$ cat config.mk
export PLATFORM = sky130hd
export DESIGN_NAME = nested_block_list_syntax_parser_flat
export DESIGN_NICKNAME = d
export VERILOG_FILES = /design/src/hw/rtl/nbl_pkg.sv /design/src/hw/rtl/nbl_intf.sv /design/src/hw/rtl/nbl_cell.sv /design/src/hw/rtl/nbl_ctrl.sv /design/src/hw/rtl/nbl_obuf.sv /design/src/hw/rtl/nested_block_list_syntax_parser.sv /design/src/flat_wrapper.sv
export SDC_FILE = /design/constraint.sdc
export NUM_CORES = 1
export LEC_CHECK = 0
export ABC_AREA = 1
export CAP_MARGIN = 20
export CORE_MARGIN = 3
export CORE_UTILIZATION = 30
export CTS_CLUSTER_SIZE = 10
export DETAILED_ROUTE_END_ITERATION = 12
export DONT_BUFFER_PORTS = 1
export SYNTH_ARGS = -nofsm -noshare
export SYNTH_HDL_FRONTEND = slang
export SYNTH_SLANG_ARGS = --single-unit
$ cat constraint.sdc
create_clock -name i_clk -period 3.1 [get_ports i_clk]
set_input_delay 0.155 -clock i_clk [delete_from_list [all_inputs] [get_ports i_clk]]
set_output_delay 0.155 -clock i_clk [all_outputs]
set_load 0.005 [all_outputs]
$ cat src/hw/rtl/nbl_pkg.sv
`default_nettype none

package nbl_pkg;

    localparam int MAX_DEPTH_DEF = 32;

    localparam int BYTE_W  = 8;
    localparam int EVENT_W = 4;
    localparam int NDEP_W  = 6;

    localparam logic [EVENT_W-1:0] EV_SKIP      = 4'd0;
    localparam logic [EVENT_W-1:0] EV_WORD      = 4'd1;
    localparam logic [EVENT_W-1:0] EV_BLK_OPEN  = 4'd2;
    localparam logic [EVENT_W-1:0] EV_BLK_CLOSE = 4'd3;
    localparam logic [EVENT_W-1:0] EV_LST_OPEN  = 4'd4;
    localparam logic [EVENT_W-1:0] EV_LST_CLOSE = 4'd5;
    localparam logic [EVENT_W-1:0] EV_LINE_END  = 4'd6;
    localparam logic [EVENT_W-1:0] EV_ACCEPT    = 4'd7;
    localparam logic [EVENT_W-1:0] EV_ERROR     = 4'd8;

    localparam logic [1:0] MODE_LINE  = 2'd0;
    localparam logic [1:0] MODE_FIRST = 2'd1;
    localparam logic [1:0] MODE_NEXT  = 2'd2;
    localparam logic [1:0] MODE_WORD  = 2'd3;

    localparam logic [BYTE_W-1:0] CH_NUL    = 8'h00;
    localparam logic [BYTE_W-1:0] CH_TAB    = 8'h09;
    localparam logic [BYTE_W-1:0] CH_NL     = 8'h0A;
    localparam logic [BYTE_W-1:0] CH_SP     = 8'h20;
    localparam logic [BYTE_W-1:0] CH_SEMI   = 8'h3B;
    localparam logic [BYTE_W-1:0] CH_LBRACK = 8'h5B;
    localparam logic [BYTE_W-1:0] CH_RBRACK = 8'h5D;
    localparam logic [BYTE_W-1:0] CH_LBRACE = 8'h7B;
    localparam logic [BYTE_W-1:0] CH_RBRACE = 8'h7D;

    localparam logic KIND_BLOCK = 1'b0;
    localparam logic KIND_LIST  = 1'b1;

    typedef struct packed {
        logic [EVENT_W-1:0] event_kind;
        logic               starts_line;
        logic               starts_word;
        logic               ends_word;
        logic [NDEP_W-1:0]  nest_depth;
    } t_result;

    typedef struct packed {
        logic push;
        logic pop;
        logic kind;
    } t_stk_op;

    function automatic logic is_space(input logic [BYTE_W-1:0] b);
        return (b == CH_SP) || (b == CH_TAB) || (b == CH_NL);
    endfunction

    function automatic logic is_word(input logic [BYTE_W-1:0] b);
        return (b != CH_NUL) && !is_space(b) && (b != CH_SEMI) &&
               (b != CH_LBRACE) && (b != CH_RBRACE) &&
               (b != CH_LBRACK) && (b != CH_RBRACK);
    endfunction

endpackage

`default_nettype wire

$ cat src/hw/rtl/nbl_intf.sv
`default_nettype none

interface nbl_in_if;
    logic                        valid;
    logic                        ready;
    logic [nbl_pkg::BYTE_W-1:0]  text_byte;

    modport source (output valid, output text_byte, input ready);
    modport sink   (input valid, input text_byte, output ready);
endinterface

interface nbl_out_if;
    logic                        valid;
    logic                        ready;
    logic [nbl_pkg::EVENT_W-1:0] event_kind;
    logic                        starts_line;
    logic                        starts_word;
    logic                        ends_word;
    logic [nbl_pkg::NDEP_W-1:0]  nest_depth;

    modport source (output valid, output event_kind, output starts_line,
                    output starts_word, output ends_word, output nest_depth,
                    input ready);
    modport sink   (input valid, input event_kind, input starts_line,
                    input starts_word, input ends_word, input nest_depth,
                    output ready);
endinterface

`default_nettype wire

$ cat src/hw/rtl/nbl_cell.sv
`default_nettype none

module nbl_cell (
    input  wire logic             i_clk,
    input  wire nbl_pkg::t_stk_op i_op,
    input  wire logic             i_from_upper,
    input  wire logic             i_from_lower,
    output logic                  o_bit
);
    import nbl_pkg::*;

    logic r_bit;
    logic n_bit;

    always_comb begin
        priority if (i_op.push) begin
            n_bit = i_from_upper;
        end else if (i_op.pop) begin
            n_bit = i_from_lower;
        end else begin
            n_bit = r_bit;
        end
    end

    always_ff @(posedge i_clk) begin
        r_bit <= n_bit;
    end

    assign o_bit = r_bit;

endmodule

`default_nettype wire

$ cat src/hw/rtl/nbl_ctrl.sv
`default_nettype none

module nbl_ctrl #(
    parameter int MAX_DEPTH = nbl_pkg::MAX_DEPTH_DEF
) (
    input  wire logic                       i_clk,
    input  wire logic                       i_rst_n,
    input  wire logic                       i_acc,
    input  wire logic [nbl_pkg::BYTE_W-1:0] i_byte,
    input  wire logic                       i_top_bit,
    output nbl_pkg::t_stk_op                o_op,
    output nbl_pkg::t_result                o_res
);
    import nbl_pkg::*;

    localparam int DW = $clog2(MAX_DEPTH + 1);
    localparam int EW = DW + NDEP_W;

    logic [1:0]    r_mode;
    logic [1:0]    n_mode;
    logic [DW-1:0] r_depth;
    logic [DW-1:0] n_depth;
    logic          r_failed;
    logic          n_failed;

    logic          w_top_list;
    logic          w_can_push;
    logic [1:0]    w_mode_e;
    logic          w_done;
    logic          w_start;
    logic [EW-1:0] w_dep_ext;
    t_stk_op       w_op;
    t_result       w_res;

    assign w_top_list = (r_depth != '0) && i_top_bit;
    assign w_can_push = r_depth < DW'(MAX_DEPTH);

    always_comb begin
        w_res.event_kind  = EV_SKIP;
        w_res.starts_line = 1'b0;
        w_res.starts_word = 1'b0;
        w_res.ends_word   = 1'b0;
        w_op              = '0;
        n_mode            = r_mode;
        n_depth           = r_depth;
        n_failed          = r_failed;
        w_mode_e          = r_mode;
        w_done            = 1'b0;
        w_start           = 1'b0;

        priority if (i_byte == CH_NUL) begin
            w_res.event_kind = (!r_failed && (r_mode == MODE_LINE) && (r_depth == '0)) ?
                               EV_ACCEPT : EV_ERROR;
            n_mode   = MODE_LINE;
            n_depth  = '0;
            n_failed = 1'b0;
        end else if (r_failed) begin
            w_res.event_kind = EV_ERROR;
        end else begin
            if (r_mode == MODE_WORD) begin
                if (is_word(i_byte)) begin
                    w_res.event_kind = EV_WORD;
                    w_done           = 1'b1;
                end else begin
                    w_res.ends_word = 1'b1;
                    w_mode_e        = MODE_NEXT;
                end
            end
            if (!w_done && is_space(i_byte)) begin
                w_res.event_kind = EV_SKIP;
                w_done           = 1'b1;
            end
            if (!w_done) begin
                unique case (w_mode_e)
                    MODE_LINE: begin
                        priority if (i_byte == CH_SEMI || i_byte == CH_RBRACK) begin
                            w_res.event_kind = EV_ERROR;
                        end else if (i_byte == CH_RBRACE) begin
                            if (r_depth == '0 || w_top_list) begin
                                w_res.event_kind = EV_ERROR;
                            end else begin
                                w_op.pop         = 1'b1;
                                n_depth          = r_depth - DW'(1);
                                w_mode_e         = MODE_NEXT;
                                w_res.event_kind = EV_BLK_CLOSE;
                            end
                        end else begin
                            w_res.starts_line = 1'b1;
                            w_start           = 1'b1;
                        end
                    end
                    MODE_FIRST: begin
                        if (i_byte == CH_RBRACE || i_byte == CH_RBRACK ||
                            i_byte == CH_SEMI) begin
                            w_res.event_kind = EV_ERROR;
                        end else begin
                            w_start = 1'b1;
                        end
                    end
                    MODE_NEXT, MODE_WORD: begin
                        priority if (i_byte == CH_RBRACE) begin
                            w_res.event_kind = EV_ERROR;
                        end else if (i_byte == CH_SEMI) begin
                            if (w_top_list) begin
                                w_res.event_kind = EV_ERROR;
                            end else begin
                                w_mode_e         = MODE_LINE;
                                w_res.event_kind = EV_LINE_END;
                            end
                        end else if (i_byte == CH_RBRACK) begin
                            if (!w_top_list) begin
                                w_res.event_kind = EV_ERROR;
                            end else begin
                                w_op.pop         = 1'b1;
                                n_depth          = r_depth - DW'(1);
                                w_mode_e         = MODE_NEXT;
                                w_res.event_kind = EV_LST_CLOSE;
                            end
                        end else begin
                            w_start = 1'b1;
                        end
                    end
                    default: begin
                        w_res.event_kind = EV_ERROR;
                    end
                endcase
            end
            if (w_start) begin
                priority if (i_byte == CH_LBRACE || i_byte == CH_LBRACK) begin
                    if (w_can_push) begin
                        w_op.push        = 1'b1;
                        w_op.kind        = (i_byte == CH_LBRACK) ? KIND_LIST : KIND_BLOCK;
                        n_depth          = r_depth + DW'(1);
                        w_mode_e         = (i_byte == CH_LBRACK) ? MODE_FIRST : MODE_LINE;
                        w_res.event_kind = (i_byte == CH_LBRACK) ? EV_LST_OPEN : EV_BLK_OPEN;
                    end else begin
                        w_res.event_kind = EV_ERROR;
                    end
                end else if (is_word(i_byte)) begin
                    w_res.starts_word = 1'b1;
                    w_mode_e          = MODE_WORD;
                    w_res.event_kind  = EV_WORD;
                end else begin
                    w_res.event_kind = EV_ERROR;
                end
            end
            n_mode = w_mode_e;
            if (w_res.event_kind == EV_ERROR) begin
                n_failed          = 1'b1;
                w_res.starts_line = 1'b0;
                w_res.starts_word = 1'b0;
                w_res.ends_word   = 1'b0;
            end
        end
        w_dep_ext        = EW'(n_depth);
        w_res.nest_depth = w_dep_ext[NDEP_W-1:0];
    end

    always_ff @(posedge i_clk) begin
        if (!i_rst_n) begin
            r_mode   <= MODE_LINE;
            r_depth  <= '0;
            r_failed <= 1'b0;
        end else if (i_acc) begin
            r_mode   <= n_mode;
            r_depth  <= n_depth;
            r_failed <= n_failed;
        end
    end

    assign o_op.push = w_op.push && i_acc;
    assign o_op.pop  = w_op.pop && i_acc;
    assign o_op.kind = w_op.kind;
    assign o_res     = w_res;

`ifndef SYNTHESIS
    a_depth_bound: assert property (@(posedge i_clk) disable iff (!i_rst_n)
        r_depth <= DW'(MAX_DEPTH))
        else $error("nesting depth beyond stack size");

    a_end_clears: assert property (@(posedge i_clk) disable iff (!i_rst_n)
        (i_acc && i_byte == CH_NUL) |=> (r_depth == '0 && !r_failed && r_mode == MODE_LINE))
        else $error("end of text did not return parser to idle");

    a_push_pop_excl: assert property (@(posedge i_clk) disable iff (!i_rst_n)
        !(o_op.push && o_op.pop))
        else $error("stack push and pop in same cycle");

    a_err_sticky: assert property (@(posedge i_clk) disable iff (!i_rst_n)
        (i_acc && r_failed && i_byte != CH_NUL) |-> (o_res.event_kind == EV_ERROR &&
            $stable(r_depth)))
        else $error("error state not held");
`endif

endmodule

`default_nettype wire

$ cat src/hw/rtl/nbl_obuf.sv
`default_nettype none

module nbl_obuf (
    input  wire logic             i_clk,
    input  wire logic             i_rst_n,
    input  wire logic             i_push,
    input  wire nbl_pkg::t_result i_data,
    output logic                  o_ready,
    nbl_out_if.source             o_res
);
    import nbl_pkg::*;

    logic    r_v0;
    logic    r_v1;
    logic    n_v0;
    logic    n_v1;
    t_result r_d0;
    t_result r_d1;
    t_result n_d0;
    t_result n_d1;
    logic    w_pop;

    assign w_pop   = r_v0 && o_res.ready;
    assign o_ready = !r_v1;

    always_comb begin
        n_v0 = r_v0;
        n_v1 = r_v1;
        n_d0 = r_d0;
        n_d1 = r_d1;
        priority if (w_pop && r_v1) begin
            n_d0 = r_d1;
            n_v1 = i_push;
            n_d1 = i_data;
        end else if (w_pop) begin
            n_v0 = i_push;
            n_d0 = i_data;
        end else if (i_push && !r_v0) begin
            n_v0 = 1'b1;
            n_d0 = i_data;
        end else if (i_push) begin
            n_v1 = 1'b1;
            n_d1 = i_data;
        end else begin
            n_v0 = r_v0;
        end
    end

    always_ff @(posedge i_clk) begin
        if (!i_rst_n) begin
            r_v0 <= 1'b0;
            r_v1 <= 1'b0;
        end else begin
            r_v0 <= n_v0;
            r_v1 <= n_v1;
        end
    end

    always_ff @(posedge i_clk) begin
        r_d0 <= n_d0;
        r_d1 <= n_d1;
    end

    assign o_res.valid       = r_v0;
    assign o_res.event_kind  = r_d0.event_kind;
    assign o_res.starts_line = r_d0.starts_line;
    assign o_res.starts_word = r_d0.starts_word;
    assign o_res.ends_word   = r_d0.ends_word;
    assign o_res.nest_depth  = r_d0.nest_depth;

`ifndef SYNTHESIS
    a_fill_order: assert property (@(posedge i_clk) disable iff (!i_rst_n)
        r_v1 |-> r_v0)
        else $error("second entry valid without head entry");
`endif

endmodule

`default_nettype wire

$ cat src/hw/rtl/nested_block_list_syntax_parser.sv
// Channel    Dir  Payload                                                   Flow
// i_text     in   text_byte[7:0]                                            valid/ready
// o_result   out  event_kind[3:0] starts_line starts_word ends_word         valid/ready
//                 nest_depth[5:0]
//
// One byte per cycle while the output buffer has room; each result is registered in the output buffer.
// Parse state updates and the context stack cell row shift in the accept cycle.
// Two-entry output buffer: input stays ready while one result waits.
// Synchronous active-low reset clears mode, depth, error flag and buffer.
`default_nettype none

module nested_block_list_syntax_parser #(
    parameter int MAX_DEPTH = nbl_pkg::MAX_DEPTH_DEF
) (
    input  wire logic  i_clk,
    input  wire logic  i_rst_n,
    nbl_in_if.sink     i_text,
    nbl_out_if.source  o_result
);
    import nbl_pkg::*;

    logic    w_ready;
    logic    w_acc;
    t_stk_op w_op;
    t_result w_res;
    logic    w_bit [MAX_DEPTH];

    assign i_text.ready = w_ready;
    assign w_acc        = i_text.valid && w_ready;

    nbl_ctrl #(
        .MAX_DEPTH (MAX_DEPTH)
    ) u_ctrl (
        .i_clk     (i_clk),
        .i_rst_n   (i_rst_n),
        .i_acc     (w_acc),
        .i_byte    (i_text.text_byte),
        .i_top_bit (w_bit[0]),
        .o_op      (w_op),
        .o_res     (w_res)
    );

    for (genvar g = 0; g < MAX_DEPTH; g++) begin : g_cell
        logic w_up;
        logic w_dn;
        if (g == 0) begin : g_head
            assign w_up = w_op.kind;
        end else begin : g_mid
            assign w_up = w_bit[g-1];
        end
        if (g == MAX_DEPTH - 1) begin : g_tail
            assign w_dn = 1'b0;
        end else begin : g_body
            assign w_dn = w_bit[g+1];
        end
        nbl_cell u_cell (
            .i_clk        (i_clk),
            .i_op         (w_op),
            .i_from_upper (w_up),
            .i_from_lower (w_dn),
            .o_bit        (w_bit[g])
        );
    end

    nbl_obuf u_obuf (
        .i_clk   (i_clk),
        .i_rst_n (i_rst_n),
        .i_push  (w_acc),
        .i_data  (w_res),
        .o_ready (w_ready),
        .o_res   (o_result)
    );

endmodule

`default_nettype wire
$ cat src/flat_wrapper.sv
// flat-port wrapper written by rule: the top's interface ports become plain ports
module nested_block_list_syntax_parser_flat import nbl_pkg::*;
#(
    parameter int MAX_DEPTH = nbl_pkg::MAX_DEPTH_DEF
)
  (i_clk, i_rst_n, i_text_valid, i_text_text_byte, i_text_ready, o_result_valid, o_result_event_kind, o_result_starts_line, o_result_starts_word, o_result_ends_word, o_result_nest_depth, o_result_ready);
  nbl_in_if i_text_i ();
  nbl_out_if o_result_i ();
  input  wire logic i_clk;
  input  wire logic i_rst_n;
  input wire logic [$bits(i_text_i.valid)-1:0] i_text_valid;
  input wire logic [$bits(i_text_i.text_byte)-1:0] i_text_text_byte;
  output wire logic [$bits(i_text_i.ready)-1:0] i_text_ready;
  output wire logic [$bits(o_result_i.valid)-1:0] o_result_valid;
  output wire logic [$bits(o_result_i.event_kind)-1:0] o_result_event_kind;
  output wire logic [$bits(o_result_i.starts_line)-1:0] o_result_starts_line;
  output wire logic [$bits(o_result_i.starts_word)-1:0] o_result_starts_word;
  output wire logic [$bits(o_result_i.ends_word)-1:0] o_result_ends_word;
  output wire logic [$bits(o_result_i.nest_depth)-1:0] o_result_nest_depth;
  input wire logic [$bits(o_result_i.ready)-1:0] o_result_ready;
  assign i_text_i.valid = i_text_valid;
  assign i_text_i.text_byte = i_text_text_byte;
  assign i_text_ready = i_text_i.ready;
  assign o_result_valid = o_result_i.valid;
  assign o_result_event_kind = o_result_i.event_kind;
  assign o_result_starts_line = o_result_i.starts_line;
  assign o_result_starts_word = o_result_i.starts_word;
  assign o_result_ends_word = o_result_i.ends_word;
  assign o_result_nest_depth = o_result_i.nest_depth;
  assign o_result_i.ready = o_result_ready;
  nested_block_list_syntax_parser #(.MAX_DEPTH(MAX_DEPTH)) u_core (.i_clk(i_clk), .i_rst_n(i_rst_n), .i_text(i_text_i), .o_result(o_result_i));
endmodule
==> reports/qor.txt <==
Final HPWL DP - 5950 um
Clk pwr share - 0.423
CP cell instances - inv_1, nand2_1, nor3_4, nand2_2, buf_4, nand2_1, o21ai_0
Number of port buffers - 0
Slew Limit Fails - 0
Area occupied by multi-input gates - 0.00161 sq mm
Vias per inst - 4.66
Ys Warns - 0
Initial Util - 0.315
Row count - 40
RSZ-0062 raised after global routing - false
Lkg Pwr - 0.00192 uW
CTS Sinks - 69
Initial DRC count - 162
Crit path top cell by count - nand2_1
Post-Place Cells - 621
Post-synth EDFFs - 58
Max transition margin - 0.513
First-pass iteration count of the detailed router - 4
Mapped Avg Cell Area - 8.47 sq um
Clk slew on worst S/H paths - 0.06 ns
Yosys top cell by area - edfxtp_1
Synth Instances - 458
Final period util - 0.740
Area of the mapped netlist - 0.00388 sq mm
Core Footprint - 0.0123 sq mm
Final hold violations - 0
Synth area leaders - edfxtp_1, nand2_1, dfxtp_1, inv_1, a21oi_1
CTS tree - yes
Worst vdd ir - 0.274 mV
Reg power frac - 0.471
Status - complete, no violations
Total track usage - 0.116
Crit Path Class - reg -> reg
Net Sw Frac - 0.242
Most used DFF post-synth - edfxtp_1
Area delta synth->final - 12.8%
WP data required - 3.17 ns
Slew of the pin with the lowest slew margin - 0.728 ns
Int Pwr - 1750 uW
Storage cell area - 0.00196 sq mm
Most common cell after layout, fill and taps aside - nand2_1
HP Class - in -> reg
Die Ht - 120 um
Yosys top cell area share - 0.449
Post-CTS setup buffer count - 0
# H-tree levels - 3
RePlAce Congestion - 0.926
Setup TNS - 0 ns
Die area - 0.0143 sq mm
PnR worst setup slack - 0.806 ns
DR WL/cell - 12.6 um
Power Total - 2310 uW
Vias in the first global route - 2883
Startpoint types - flip-flop
Clock latency on the worst-skew pair - 0.33 ns
Drc violations - 0
Final std cells w/o fill - 639
DRT Wirelength - 8060 um
NetSw - 557 uW
Share of cells above drive strength 1 - 0.144
Max-cap violations - 0
Largest net degree at the start of global routing - 49
Max Buffers Root-to-Sink - 2
Comb pwr share - 0.106
Fillers - 1273
Maximum clock frequency - 0.436 GHz
Most frequent cells in the layout - nand2_1, edfxtp_1, inv_1, nor2_1, a21oi_1
CP max FO - 48
Root Driver - clkbuf_16
Gr ovfl total - 0
WP data arrival - 2.36 ns
Synth Register Bits - 69
Reg2reg setup slack - 0.81 ns
Fin nets - 481
I/O pin cnt - 27
Number of vias in the routed layout - 2980
Worst Clk Skew - 0.0110 ns
TritonCTS buffer count - 9
Crit end category - flip-flop
Sequential area share after synthesis - 0.506
First-pass GRT wire length - 13700 um
Diodes inserted - 0
Die Span X - 120 um
# setup viols final - 0
Post-synth ARST share - 0
Routed Antenna Nets - 0
Mapped Nets - 473
Post-layout minimum cycle time - 2.29 ns
Crit-path max cell delay - 0.46 ns
Post-Place Worst Slack - 0.810 ns
Antenna violations before repair - 0
Slowest cell on crit path - nand2_2
PwrDens - 527 mW/mm^2
Distinct cells, synth - 36
per-layer routing:
metal,part of all wire,global-route usage
met2,0.49,0.197
met5,0,0
met3,0.037,0.0283
met4,0.023,0.0480
met1,0.45,0.142
synth_stat cells (2+ instances only):
cell type  number
nand2_1       115
edfxtp_1       58
inv_1          53
nor2_1         41
a21oi_1        34
nand3_1        33
o21ai_0        29
nand2_2        12
dfxtp_1        11
o21ai_1         8
inv_2           6
nand2_4         6
buf_2           5
nor2_2          5
nor2_4          5
a31oi_1         4
clkbuf_1        4
ha_1            3
nand3_2         3
nand4_1         3
buf_6           2
clkinv_1        2
mux2_2          2
nor3_1          2
path summary, 6_finish.rpt:
path	endpoint	depth (start not counted)	start
worst max register to register	u_core.g_cell[12].u_cell.o_bit	7	u_core.u_obuf.r_v1
worst min register to register	u_core.u_obuf.o_res.starts_word	2	u_core.u_obuf.r_d1[7]
worst min-delay path	u_core.u_obuf.o_res.valid	2	i_rst_n
worst max-delay path	u_core.g_cell[12].u_cell.o_bit	7	u_core.u_obuf.r_v1
through the flow:
stage	hold slack, ns	utilization	cell area [sq um]
6_report	0.0717	0.356	4380
4_1_cts	0.0647	0.356	4380
5_1_grt	0.0915	0.356	4380
3_3_place_gp	0.291	0.331	4070
3_5_place_dp	0.297	0.331	4070
2_1_floorplan	0.281	-	3880
kinds of logic after synthesis:
logic type	after synthesis	synth area share
multiplexers	2	0.00580
flip-flops	69	0.506
adder cells (fa/ha/maj)	3	0.00968
AND/OR/NAND/NOR	228	0.280
XOR/XNOR	1	0.00226
buffers and inverters	74	0.0787
AO/OA/AOI/OAI	81	0.118
timing repair:
action,in CTS,in global routing
resized for setup,0,0
endpoints found under the hold margin,6,0
hold buffers,2,0
critical path, delay by kind of cell, from the launching register on:
kind                   cells  cell delay [ns]
buffers and inverters      2             0.49
AO/OA/AOI/OAI              1             0.09
AND/OR/NAND/NOR            4             1.13
flip-flops                 1             0.31
area by class of cell:
class,instances,share of cell area
multi-input cells,315,0.368
inverters,62,0.0537
repair buffers,9,0.0166
clock buffers,11,0.0532
flip-flops and latches,69,0.448
clock inverters,5,0.0120
well taps,168,0.0480
sequential cells by signal, indices dropped and copies added (netlist names):
| name | flops |
|---|---|
| u_core.u_obuf.o_res.starts_word | 1 |
| u_core.g_cell.u_cell.o_bit | 32 |
| u_core.u_obuf.o_res.event_kind | 4 |
| u_core.u_obuf.o_res.starts_line | 1 |
| u_core.u_obuf.r_d1 | 13 |
| u_core.u_obuf.o_res.ends_word | 1 |
| u_core.u_obuf.r_v1 | 1 |
| u_core.u_ctrl.r_failed | 1 |
| u_core.u_obuf.o_res.nest_depth | 6 |
| u_core.u_obuf.o_res.valid | 1 |
| u_core.u_ctrl.r_mode | 2 |
| u_core.u_ctrl.r_depth | 6 |
power by group through the flow:
stage | Sequential [uW] | Clock [uW] | Combinational, uW
4_1_cts | 1090 | 1000 | 244
5_1_grt | 1090 | 1040 | 280
6_report | 1090 | 976 | 244
3_3_place_gp | 1100 | 0 | 237
3_5_place_dp | 1110 | 0 | 240
2_1_floorplan | 1090 | 0 | 194
No activity file was read; power rests on OpenSTA's default activity.
